$ cat src/rtl/core/sorted_priority_queue_defines.svh
// assertion macros for the sorted priority queue
`ifndef SORTED_PRIORITY_QUEUE_DEFINES_SVH
`define SORTED_PRIORITY_QUEUE_DEFINES_SVH

// same-cycle implication check, sampled on the rising clock edge
`define SPQ_CHECK(label, ante, cons, msg) \
    label: assert property (@(posedge clk) disable iff (!rst_n) (ante) |-> (cons)) \
        else $error(msg);

// next-cycle implication check, sampled on the rising clock edge
`define SPQ_CHECK_NEXT(label, ante, cons, msg) \
    label: assert property (@(posedge clk) disable iff (!rst_n) (ante) |=> (cons)) \
        else $error(msg);

`endif

$ cat src/rtl/core/spq_pkg.sv
// shared types and constants for the sorted priority queue
package spq_pkg;

    localparam int DEPTH = 16;
    localparam int IDX_W = (DEPTH > 1) ? $clog2(DEPTH) : 1;
    localparam int CNT_W = $clog2(DEPTH + 1);
    localparam int PRI_W = 16;
    localparam int TAG_W = 8;
    localparam int OCC_W = 5;

    typedef enum logic [1:0] {
        OP_INSERT = 2'd0,
        OP_PEEK   = 2'd1,
        OP_REMOVE = 2'd2
    } op_t;

    typedef enum logic [1:0] {
        ST_OK    = 2'd0,
        ST_EMPTY = 2'd1,
        ST_FULL  = 2'd2
    } status_t;

    typedef enum logic [2:0] {
        S_IDLE,
        S_INS_RD,
        S_INS_CMP,
        S_FRONT,
        S_REM_RD,
        S_REM_WR
    } state_t;

    typedef struct packed {
        logic [PRI_W-1:0] pri;
        logic [TAG_W-1:0] tag;
    } entry_t;

    typedef struct packed {
        logic             we;
        logic [IDX_W-1:0] waddr;
        entry_t           wdata;
        logic [IDX_W-1:0] raddr;
    } mem_req_t;

    typedef struct packed {
        logic             busy;
        logic [CNT_W-1:0] count;
    } seq_status_t;

endpackage

$ cat src/rtl/core/spq_store.sv
// entry storage: one write port, one registered read port
module spq_store
    import spq_pkg::*;
(
    input  logic     clk,
    input  mem_req_t req,
    output entry_t   rd_data
);

    entry_t mem_array [DEPTH];
    entry_t rd_data_reg;

    // write and registered read
    always_ff @(posedge clk)
    begin
        if (req.we)
        begin
            mem_array[req.waddr] <= req.wdata;
        end
        rd_data_reg <= mem_array[req.raddr];
    end

    assign rd_data = rd_data_reg;

endmodule

$ cat src/rtl/core/spq_seq.sv
// sequencer with the priority comparator
module spq_seq
    import spq_pkg::*;
(
    input  logic              clk,
    input  logic              rst_n,
    input  logic              start,
    input  logic [1:0]        op,
    input  logic [PRI_W-1:0]  priority_req,
    input  logic [TAG_W-1:0]  tag,
    output mem_req_t          mem_req,
    input  entry_t            rd_data,
    output seq_status_t       stat,
    output logic              done,
    output logic [PRI_W-1:0]  front_priority,
    output logic [TAG_W-1:0]  front_tag,
    output logic [1:0]        status
);

    state_t           state_reg, state_next;
    logic [CNT_W-1:0] idx_reg, idx_next;
    logic [CNT_W-1:0] count_reg, count_next;
    logic             done_reg, done_next;
    logic             rm_reg, rm_next;
    logic [PRI_W-1:0] pri_reg, pri_next;
    logic [TAG_W-1:0] tag_reg, tag_next;
    logic [PRI_W-1:0] res_pri_reg, res_pri_next;
    logic [TAG_W-1:0] res_tag_reg, res_tag_next;
    status_t          res_status_reg, res_status_next;
    logic [CNT_W-1:0] idx_m1;
    logic             shift_up;

    // priority comparator: stored entry moves back when not smaller than the new one
    assign shift_up = (rd_data.pri >= pri_reg);
    assign idx_m1   = idx_reg - CNT_W'(1);

    // control state
    always_ff @(posedge clk or negedge rst_n)
    begin
        if (!rst_n)
        begin
            state_reg <= S_IDLE;
            count_reg <= '0;
            done_reg  <= 1'b0;
        end
        else
        begin
            state_reg <= state_next;
            count_reg <= count_next;
            done_reg  <= done_next;
        end
    end

    // working and result registers
    always_ff @(posedge clk)
    begin
        idx_reg        <= idx_next;
        rm_reg         <= rm_next;
        pri_reg        <= pri_next;
        tag_reg        <= tag_next;
        res_pri_reg    <= res_pri_next;
        res_tag_reg    <= res_tag_next;
        res_status_reg <= res_status_next;
    end

    // next state and memory requests
    always_comb
    begin
        state_next      = state_reg;
        idx_next        = idx_reg;
        count_next      = count_reg;
        done_next       = 1'b0;
        rm_next         = rm_reg;
        pri_next        = pri_reg;
        tag_next        = tag_reg;
        res_pri_next    = res_pri_reg;
        res_tag_next    = res_tag_reg;
        res_status_next = res_status_reg;
        mem_req         = '0;

        unique case (state_reg)
            S_IDLE:
            begin
                // raddr stays at the front slot, so a peek or remove has it next cycle
                if (start)
                begin
                    pri_next        = priority_req;
                    tag_next        = tag;
                    res_pri_next    = '0;
                    res_tag_next    = '0;
                    res_status_next = ST_OK;
                    unique case (op_t'(op))
                        OP_INSERT:
                        begin
                            if (count_reg == CNT_W'(DEPTH))
                            begin
                                res_status_next = ST_FULL;
                                done_next       = 1'b1;
                            end
                            else
                            begin
                                idx_next   = count_reg;
                                state_next = S_INS_RD;
                            end
                        end
                        OP_PEEK, OP_REMOVE:
                        begin
                            if (count_reg == '0)
                            begin
                                res_status_next = ST_EMPTY;
                                done_next       = 1'b1;
                            end
                            else
                            begin
                                rm_next    = (op_t'(op) == OP_REMOVE);
                                state_next = S_FRONT;
                            end
                        end
                        default:
                        begin
                            done_next = 1'b1;
                        end
                    endcase
                end
            end
            S_INS_RD:
            begin
                if (idx_reg == '0)
                begin
                    mem_req.we    = 1'b1;
                    mem_req.waddr = '0;
                    mem_req.wdata = '{pri: pri_reg, tag: tag_reg};
                    count_next    = count_reg + CNT_W'(1);
                    done_next     = 1'b1;
                    state_next    = S_IDLE;
                end
                else
                begin
                    mem_req.raddr = idx_m1[IDX_W-1:0];
                    state_next    = S_INS_CMP;
                end
            end
            S_INS_CMP:
            begin
                mem_req.we    = 1'b1;
                mem_req.waddr = idx_reg[IDX_W-1:0];
                if (shift_up)
                begin
                    mem_req.wdata = rd_data;
                    idx_next      = idx_m1;
                    state_next    = S_INS_RD;
                end
                else
                begin
                    mem_req.wdata = '{pri: pri_reg, tag: tag_reg};
                    count_next    = count_reg + CNT_W'(1);
                    done_next     = 1'b1;
                    state_next    = S_IDLE;
                end
            end
            S_FRONT:
            begin
                res_pri_next = rd_data.pri;
                res_tag_next = rd_data.tag;
                if (rm_reg)
                begin
                    idx_next   = CNT_W'(1);
                    state_next = S_REM_RD;
                end
                else
                begin
                    done_next  = 1'b1;
                    state_next = S_IDLE;
                end
            end
            S_REM_RD:
            begin
                if (idx_reg == count_reg)
                begin
                    count_next = count_reg - CNT_W'(1);
                    done_next  = 1'b1;
                    state_next = S_IDLE;
                end
                else
                begin
                    mem_req.raddr = idx_reg[IDX_W-1:0];
                    state_next    = S_REM_WR;
                end
            end
            S_REM_WR:
            begin
                mem_req.we    = 1'b1;
                mem_req.waddr = idx_m1[IDX_W-1:0];
                mem_req.wdata = rd_data;
                idx_next      = idx_reg + CNT_W'(1);
                state_next    = S_REM_RD;
            end
            default:
            begin
                state_next = S_IDLE;
            end
        endcase
    end

    assign stat.busy      = (state_reg != S_IDLE);
    assign stat.count     = count_reg;
    assign done           = done_reg;
    assign front_priority = res_pri_reg;
    assign front_tag      = res_tag_reg;
    assign status         = res_status_reg;

endmodule

$ cat src/rtl/core/sorted_priority_queue.sv
// peek reads the front slot; remove then moves each remaining entry one slot forward
// insert moves each stored entry not smaller than the new one back, then writes it
// an empty peek or remove, a full insert or an unused op returns while idle
// throughput: one operation at a time; the next start is taken as the result beat ends
// the result beat is shown for one cycle on done; the receiver cannot stall it
// reset clears the count, the state and done; entry storage and results are not cleared
`include "sorted_priority_queue_defines.svh"

module sorted_priority_queue
    import spq_pkg::*;
(
    input  logic              clk,
    input  logic              rst_n,
    input  logic              start,
    output logic              busy,
    input  logic [1:0]        op,
    input  logic [PRI_W-1:0]  priority_req,
    input  logic [TAG_W-1:0]  tag,
    output logic              done,
    output logic [PRI_W-1:0]  front_priority,
    output logic [TAG_W-1:0]  front_tag,
    output logic [1:0]        status,
    output logic [OCC_W-1:0]  occupancy
);

    mem_req_t    mem_req;
    entry_t      rd_data;
    seq_status_t stat;

    // entry storage
    spq_store u_store (
        .clk     (clk),
        .req     (mem_req),
        .rd_data (rd_data)
    );

    // operation sequencer
    spq_seq u_seq (
        .clk            (clk),
        .rst_n          (rst_n),
        .start          (start),
        .op             (op),
        .priority_req   (priority_req),
        .tag            (tag),
        .mem_req        (mem_req),
        .rd_data        (rd_data),
        .stat           (stat),
        .done           (done),
        .front_priority (front_priority),
        .front_tag      (front_tag),
        .status         (status)
    );

    // handshake and occupancy view
    assign busy      = stat.busy;
    assign occupancy = OCC_W'(stat.count);

    // checks
    `SPQ_CHECK(a_count_bound, 1'b1, stat.count <= CNT_W'(DEPTH), "count above depth")
    `SPQ_CHECK_NEXT(a_accept_progress, start && !busy, busy || done, "accepted beat lost")
    `SPQ_CHECK(a_done_idle, done, !busy, "result beat while busy")
    `SPQ_CHECK(a_full_count, done && (status == ST_FULL), stat.count == CNT_W'(DEPTH),
        "full status with free slots")
    `SPQ_CHECK(a_empty_count, done && (status == ST_EMPTY), stat.count == '0,
        "empty status with stored entries")

endmodule

$ cat config.mk
export PLATFORM = sky130hd
export DESIGN_NAME = sorted_priority_queue
export DESIGN_NICKNAME = d
export VERILOG_FILES = /design/src/rtl/core/spq_pkg.sv /design/src/rtl/core/spq_store.sv /design/src/rtl/core/spq_seq.sv /design/src/rtl/core/sorted_priority_queue.sv
export VERILOG_INCLUDE_DIRS = /design/src /design/src/rtl/core
export SDC_FILE = /design/constraint.sdc
export NUM_CORES = 1
export LEC_CHECK = 0
export ABC_AREA = 1
export BUFFER_PORTS_ARGS = -buffer_cell sky130_fd_sc_hd__buf_2
export CELL_PAD_IN_SITES_DETAIL_PLACEMENT = 0
export CELL_PAD_IN_SITES_GLOBAL_PLACEMENT = 1
export CORE_ASPECT_RATIO = 0.7
export CORE_MARGIN = 5
export CORE_UTILIZATION = 45
export CTS_BUF_LIST = sky130_fd_sc_hd__clkbuf_16
export CTS_CLUSTER_DIAMETER = 80
export DETAILED_ROUTE_END_ITERATION = 6
export PLACE_DENSITY_LB_ADDON = 0.1
export SLEW_MARGIN = 10
export SYNTH_ARGS = -nofsm -noshare
export SYNTH_HDL_FRONTEND = slang
export SYNTH_HIERARCHICAL = 1
export SYNTH_SLANG_ARGS = --single-unit
$ cat constraint.sdc
create_clock -name clk -period 2.9 [get_ports clk]
set_input_delay 0.58 -clock clk [delete_from_list [all_inputs] [get_ports clk]]
set_output_delay 0.58 -clock clk [all_outputs]
set_load 0.05 [all_outputs]
==> qor.csv, run 1 <==
stage,metric,value,unit
status,outcome,"finished, violations left",
status,failing checks,design-rule violations,
synthesis,#FFs+latches synth,473,
layout,fraction of layout cells with a size suffix above 1,0.120,
timing,part of the cycle the worst path needs,0.925,
timing,worst slew pin tran,0.592,ns
critical_path,worst path required time,3.40,ns
route,via total after detailed routing,13935,
synthesis,count of flip-flops with a built-in enable after synthesis,440,
critical_path,maximum net fanout on the critical path,33,
route,DR vias/cell,5.01,
timing,Fin Clk Skew,0.0183,ns
synthesis,most used standard cells in the synthesized netlist,"630 x nand2_1, 440 x edfxtp_1, 358 x inv_1, 306 x nand3_1, 61 x nor2_1",
timing,setup repair after global routing missed its margin,false,
timing,min Tclk post-route,2.68,ns
critical_path,Worst EP arrival,3.19,ns
critical_path,chain of cells forming the critical path,"or2_0, a21oi_1, nand3_1, nand3_1, nand2_4, inv_8, buf_12, buf_12, nand2_1, nand2_1, nand2_1, nand3_1, nand3_1, nand2_1",
synthesis,biggest area contributors in the synthesized netlist,"edfxtp_1 64%, nand2_1 11%, nand3_1 7.4%, inv_1 6.5%, dfxtp_1 2.3%",
route,Routed WL per cell,19.8,um
floorplanning,number of core rows,65,
critical_path,Setup Crit Path Kind,flip-flop to flip-flop,
power_and_ir_drop,worst voltage drop across the vdd grid,709,uV
placed_design,placed wire-length estimate after detailed placement,33900,um
route,DRC Markers,3,
layout,number of nets at the end of the flow,2196,
power_and_ir_drop,total power divided by cell area,1110,nW/um2
floorplanning,I/O pins,62,
synthesis,async set-or-reset flop fraction in the synthesized netlist,0.0190,
placed_design,post-placement cell count,2693,
synthesis,net count after synthesis,2078,
timing,timing-limited maximum frequency,0.373,GHz
timing,Final Max Slew Viols,0,
timing,Worst slew margin,0.605,
clocking,clk_lat worst skew,0.57,ns
floorplanning,initial core utilization,0.457,
timing,total negative setup slack,0,ns
synthesis,fraction of synthesized cell area taken by the top area cell type,0.638,
clocking,number of H-tree levels,2,
clocking,sink count of the clock tree,473,
synthesis,Most used DFF post-synth,edfxtp_1,
synthesis,total of warnings raised by yosys,6,
clocking,maximum clock path buffer count,3,
placed_design,count of input and output buffers,61,
clocking,CTS tree,done,
route,Detail Route Antenna Nets,0,
power_and_ir_drop,Leakage,0.0105,uW
worst_hold_path,min-delay worst type,input pin to flip-flop,
timing,Final Hold Vio Count,0,
synthesis,syn_area_per_cell,10.2,um2
layout,number of antenna diodes,0,
layout,Synth-to-Final Area Change,16.0,%
synthesis,most common cell in the synthesized netlist,nand2_1,
synthesis,post-synthesis cell type with the largest combined area,edfxtp_1,
global_routing,antenna violations before repair,0,
floorplanning,core area,45300,um2
global_routing,maximum number of pins on one net before global-route repair,97,
clocking,root buffer selected by CTS,clkbuf_16,
placed_design,last weighted congestion value of the routability-driven placer,0.818,
route,aggregate routed wire length,55100,um
global_routing,"Remaining Overflow, GRT",0,
global_routing,via count of the first global-routing pass,13140,
global_routing,overall routing resource usage,0.217,
floorplanning,Die Y,190,um
floorplanning,horizontal die dimension,266,um
synthesis,number of distinct library cells after synthesis,38,
clocking,TritonCTS buffer count,48,
synthesis,post-synthesis sequential area ratio,0.672,
route,Pre-Repair DR Iteration Count,7,
global_routing,wire length of the first global-routing pass,83200,um
critical_path,slowest cell delay on critical path,0.51,ns
worst_hold_path,number of stages on the worst hold path,1,
critical_path,"Slowest-stage cell, CP",edfxtp_1,
route,number of DRC markers after the initial detailed-route iteration,1298,
floorplanning,floorplan die area,50500,um2
timing,final count of negative-setup-slack endpoints,0,
layout,Final Non-Filler Cells,2781,
critical_path,number of cells traversed by the worst register-to-register path,14,
synthesis,Synth Instances,2023,
synthesis,Mapped Area,20700,um2
layout,number of flip-flops under the largest register name,384,
clocking,Clock Pin Slew Worst Setup and Hold Paths,0.06,ns
critical_path,endpoint class of the critical path,flip-flop,
critical_path,category of the worst setup path launch point,flip-flop,
job,number of max-cap violations,0,
power by group:
part           internal [uW]  switching [uW]  leakage (uW)  total [uW]
Clock                   3090            2550      0.000762        5640
Combinational           3270            8050       0.00539       11300
Sequential              9200             456       0.00440        9650
stage by stage:
step,instance area [um2],total power [uW],hold slack (ns),util,setup WS (ns)
floorplan,20700,16600,0.284,-,0.0921
global placement,22600,21000,0.457,0.499,0.198
detailed placement,22600,21100,0.459,0.499,0.203
CTS,24000,26800,0.155,0.530,0.175
global route,24000,28200,0.162,0.531,0.00640
finish,24000,26600,0.185,0.531,0.216
final timing paths:
path	from	to	slack (ns)
max in group asynchronous	rst_n	u_seq/done	2.26
min in group asynchronous	rst_n	u_seq/count_reg[2]	0.43
max	u_seq/idx_reg[3]	u_store/rd_data[22]	0.22
max reg2reg	u_seq/idx_reg[3]	u_store/rd_data[22]	0.22
min reg2reg	u_store/rd_data[4]	u_seq/front_tag[4]	0.56
min	tag[1]	u_seq/tag_reg[1]	0.18
final cells by class:
type / count / area, um2
clock buffers: 48 / 1200
clock inverters: 39 / 214
fillers: 3994 / 21300
inverters: 365 / 1380
multi-input cells: 1098 / 5150
flip-flops and latches: 473 / 13900
well taps: 603 / 754
repair buffers: 155 / 1420
cells in the final DEF, fill, tap and decap left out, types with 2 or more instances in the layout:
cell       netlist  routed
o22ai_4          0       3
nand2_1        630     629
nand3_1        306     305
clkinv_1         0       9
clkinv_4         0       2
buf_4           17      60
o21ai_0          8       7
buf_2           45      61
xnor2_1          4       4
nor2_4           0      17
nand3b_1         2       2
buf_12           0      32
xor2_1           5       5
inv_2            7       7
nand4_1         11      11
dfrtp_1          9       9
o22ai_1          6       3
dfxtp_1         24      24
inv_1          358     373
nand2_4          3       4
inv_6            0       2
nor3_1           3       3
ha_1            25      25
edfxtp_1       440     440
o211ai_1         2       2
clkbuf_16        0      48
nand2_2          3       3
a21oi_1         15      15
nor2_1          61      44
clkinv_2         0       8
nor2_2           3       3
nand3_2          1       2
timing repair:
| action | 4_1_cts | 5_1_grt |
|---|---|---|
| setup buffers | 0 | 0 |
| gates resized for setup | 0 | 4 |
| hold endpoints to repair | 9 | 0 |
| hold buffers | 1 | 0 |
| endpoints found under the setup margin | 0 | 21 |
worst max-delay path, delay by kind of cell (launching register included):
family	cells	cell delay (ns)
AOI/OAI and AO/OA	1	0.18
buffers and inverters	3	0.65
DFF	1	0.51
and+or+nand+nor	10	1.21
cells by family after synthesis:
logic type	share of synthesized area
adder cells (fa/ha/maj)	0.0161
AO/OA/AOI/OAI	0.0111
flip-flops	0.672
AND/OR/NAND/NOR	0.209
XOR/XNOR	0.00380
buffers and inverters	0.0885
routing by layer:
layer | vias to the layer above | track usage | share of wire
met1 | 6726 | 0.334 | 0.48
li1 | 6782 | - | -
met4 | 0 | 0.0420 | 0.016
met3 | 75 | 0.0357 | 0.060
met2 | 352 | 0.330 | 0.44
met5 | - | 0 | 0
No activity file was read; power rests on OpenSTA's default activity.
==> run 2: changes to the inputs <==
--- a/config.mk
+++ b/config.mk
@@ -12,11 +12,12 @@
 export CELL_PAD_IN_SITES_GLOBAL_PLACEMENT = 1
 export CORE_ASPECT_RATIO = 0.7
 export CORE_MARGIN = 5
-export CORE_UTILIZATION = 45
+export CORE_UTILIZATION = 39
 export CTS_BUF_LIST = sky130_fd_sc_hd__clkbuf_16
 export CTS_CLUSTER_DIAMETER = 80
 export DETAILED_ROUTE_END_ITERATION = 6
 export PLACE_DENSITY_LB_ADDON = 0.1
+export SETUP_SLACK_MARGIN = 0.3
 export SLEW_MARGIN = 10
 export SYNTH_ARGS = -nofsm -noshare
 export SYNTH_HDL_FRONTEND = slang
==> run 2 against run 1 <==
The run now ends clean. Flip-flop and latch count stayed put. Routed wire length is 7.6% higher. Non-clock buffer count is 1 lower. Total power is 1.8% higher. Clock power is 3% higher. Combinational power is 4% higher. Via count is 0.43% higher. Maximum frequency is 9.6% higher. Hold slack worse by 0.014 ns. Die area is 15% higher. Setup slack better by 0.24 ns. Global-route usage is 1.5 points lower. Critical path type unchanged. Critical endpoint is now u_store/mem_array[15][7].
==> qor.csv, run 2 (synthesis gave the netlist of run 1 again) <==
stage,metric,value,unit,change
status,outcome,"complete, no violations",,
layout,number of nets at the end of the flow,2196,,unchanged
global_routing,antenna violations before repair,1,,+1
global_routing,"Remaining Overflow, GRT",0,,unchanged
critical_path,slowest cell delay on critical path,0.48,ns,-0.03 ns
power_and_ir_drop,Leakage,0.0106,uW,+0.35%
timing,min Tclk post-route,2.45,ns,-0.236 ns
global_routing,maximum number of pins on one net before global-route repair,106,,+9.3%
route,via total after detailed routing,13995,,+0.43%
route,uppermost layer routed,met4,,
timing,Fin Clk Skew,0.0109,ns,-0.00742 ns
floorplanning,initial core utilization,0.396,,-0.0618
floorplanning,number of core rows,70,,+7.7%
power_and_ir_drop,Switching Fraction,0.416,,+0.000823
route,Pre-Repair DR Iteration Count,5,,-2
floorplanning,I/O pins,62,,unchanged
worst_hold_path,min-delay worst type,input pin to flip-flop,,
global_routing,overall routing resource usage,0.202,,-0.0149
critical_path,Setup Crit Path Kind,flip-flop to flip-flop,,
global_routing,wire length of the first global-routing pass,87600,um,+5.3%
layout,filler instances,4889,,+22%
timing,Final Hold Vio Count,0,,unchanged
route,DR vias/cell,4.88,,-2.5%
timing,total negative setup slack,0,ns,unchanged
layout,"commonest cells after routing, fill and taps aside","624 x nand2_1, 440 x edfxtp_1, 369 x inv_1",,
floorplanning,floorplan die area,57900,um2,+15%
power_and_ir_drop,Internal Dissipation,15800,uW,+1.7%
floorplanning,horizontal die dimension,285,um,+7.1%
floorplanning,core area,52400,um2,+16%
power_and_ir_drop,Flop pwr share,0.356,,-0.007
layout,Synth-to-Final Area Change,17.3,%,
power_and_ir_drop,total power divided by cell area,1110,nW/um2,+0.70%
route,Detail Route Antenna Nets,0,,unchanged
clocking,CTS tree,done,,
route,Met1 Wirelength,29400,um,+11%
timing,Worst slew margin,0.658,,+0.0525
layout,fraction of layout cells with a size suffix above 1,0.127,,+0.00671
placed_design,placed wire-length estimate after detailed placement,34000,um,+0.17%
job,number of max-cap violations,0,,unchanged
floorplanning,Die Y,203,um,+7.0%
critical_path,worst path required time,3.16,ns,-0.24 ns
route,number of DRC markers after the initial detailed-route iteration,1216,,-6.3%
global_routing,via count of the first global-routing pass,13134,,-0.046%
clocking,TritonCTS buffer count,49,,+2.1%
power_and_ir_drop,worst voltage drop across the vdd grid,604,uV,-15%
timing,part of the cycle the worst path needs,0.844,,-0.0813
critical_path,"Slowest-stage cell, CP",edfxtp_1,,
timing,Final Max Slew Viols,0,,unchanged
critical_path,Worst EP arrival,2.71,ns,-0.48 ns
clocking,root buffer selected by CTS,clkbuf_16,,
timing,final count of negative-setup-slack endpoints,0,,unchanged
route,Routed met2 length,25800,um,+5.6%
critical_path,endpoint class of the critical path,flip-flop,,
power_and_ir_drop,net load switching power,11300,uW,+2.0%
layout,number of antenna diodes,0,,unchanged
timing,timing-limited maximum frequency,0.409,GHz,+9.6%
power_and_ir_drop,combinational cell fraction of total power,0.430,,+0.005
critical_path,chain of cells forming the critical path,"inv_2, ha_1, o22ai_1, nand2_1, nor2_4, buf_12",,
power_and_ir_drop,clock share of power,0.214,,+0.002
clocking,number of H-tree levels,2,,unchanged
timing,worst slew pin tran,0.512,ns,-0.0800 ns
route,Routed WL per cell,20.7,um,+4.5%
route,DRC Markers,0,,-3
placed_design,last weighted congestion value of the routability-driven placer,0.794,,-3.0%
critical_path,category of the worst setup path launch point,flip-flop,,
layout,number of flip-flops under the largest register name,384,,unchanged
route,Detail Route met3 WL,2650,um,-20%
clocking,maximum clock path buffer count,3,,unchanged
critical_path,maximum net fanout on the critical path,24,,-27%
placed_design,count of input and output buffers,61,,unchanged
clocking,clk_lat worst skew,0.59,ns,+0.02 ns
route,aggregate routed wire length,59200,um,+7.6%
timing,setup repair after global routing missed its margin,false,,
layout,"most common cell after layout, fill and taps aside",nand2_1,,
clocking,Clock Pin Slew Worst Setup and Hold Paths,0.06,ns,about the same
clocking,sink count of the clock tree,473,,unchanged
layout,end-of-flow core utilization,0.464,,-0.0665
## run 2: changes by cell type in the layout (fill, tap and decap cells not counted), moves of 4 or more
cell      delta
buf_12       -4
inv_1        -4
clkinv_1     +4
buf_4        -6
nand2_1      -5
nand2_2      +5
buf_16       +4
## run 2: routing by layer
layer,vias up,GRT usage
li1,6789,-
met1,6824,0.311
met2,306,0.304
met3,76,0.0287
met4,0,0.0501
met5,-,0
## run 2: power by group through the flow
stage,combinational (uW),sequential [uW],clock (uW)
after CTS,11500,9660,5990
after floorplan,6410,10200,0
after global placement,11200,9780,0
after detailed placement,11200,9790,0
after global routing,12800,9720,6290
final,11700,9650,5800
## run 2: final timing paths
kind / startpoint / endpoint / slack [ns] / cells past startpoint
worst max-delay path: u_seq/idx_reg[0] / u_store/mem_array[15][7] / 0.45 / 6
worst min-delay path: tag[7] / u_seq/tag_reg[7] / 0.17 / 1
worst max register to register: u_seq/idx_reg[0] / u_store/mem_array[15][7] / 0.45 / 6
worst min register to register: u_store/rd_data[5] / u_seq/front_tag[5] / 0.56 / 2
max in group asynchronous: rst_n / u_seq/count_reg[1] / 2.29 / 2
min in group asynchronous: rst_n / u_seq/state_reg[2] / 0.40 / 2
## run 2: timing repair
| item | 4_1_cts | 5_1_grt |
|---|---|---|
| endpoints found under the setup margin | 119 | 383 |
| pin swaps | 2 | 1 |
| resized for setup | 2 | 22 |
| cloned | 1 | 2 |
| endpoints found under the hold margin | 9 | 0 |
| hold buffers | 1 | 0 |
| setup buffers | 3 | 7 |
## run 2: layout make-up
class / instances / area (um2) / share of cell area
tap: 684 / 856 / 0.0352
multi-input combinational: 1098 / 5210 / 0.214
timing repair buffer: 154 / 1490 / 0.0612
clock buffer: 49 / 1230 / 0.0505
sequential: 473 / 13900 / 0.573
inverter: 365 / 1380 / 0.0566
clock inverter: 42 / 230 / 0.00947
## run 2: stage by stage
stage                     area [um2]  setup slack [ns]  hold slack, ns  instances  power [uW]
after CTS                      24100             0.296           0.128       2856       27100
after floorplan                20700            0.0921           0.284       2023       16600
after global placement         22600             0.264           0.450       2760       21000
after global routing           24300             0.306           0.134       2865       28800
final                          24300             0.452           0.171       2865       27100
after detailed placement       22600             0.225           0.457       2760       21000
## run 2: worst max-delay path: cells and delay by family, from the launching register on
family                   cells  cell delay [ns]
flip-flops                   1             0.48
buffers and inverters        2             0.45
AND/OR/NAND/NOR              2             0.56
adder cells (fa/ha/maj)      1             0.32
AO/OA/AOI/OAI                1             0.30
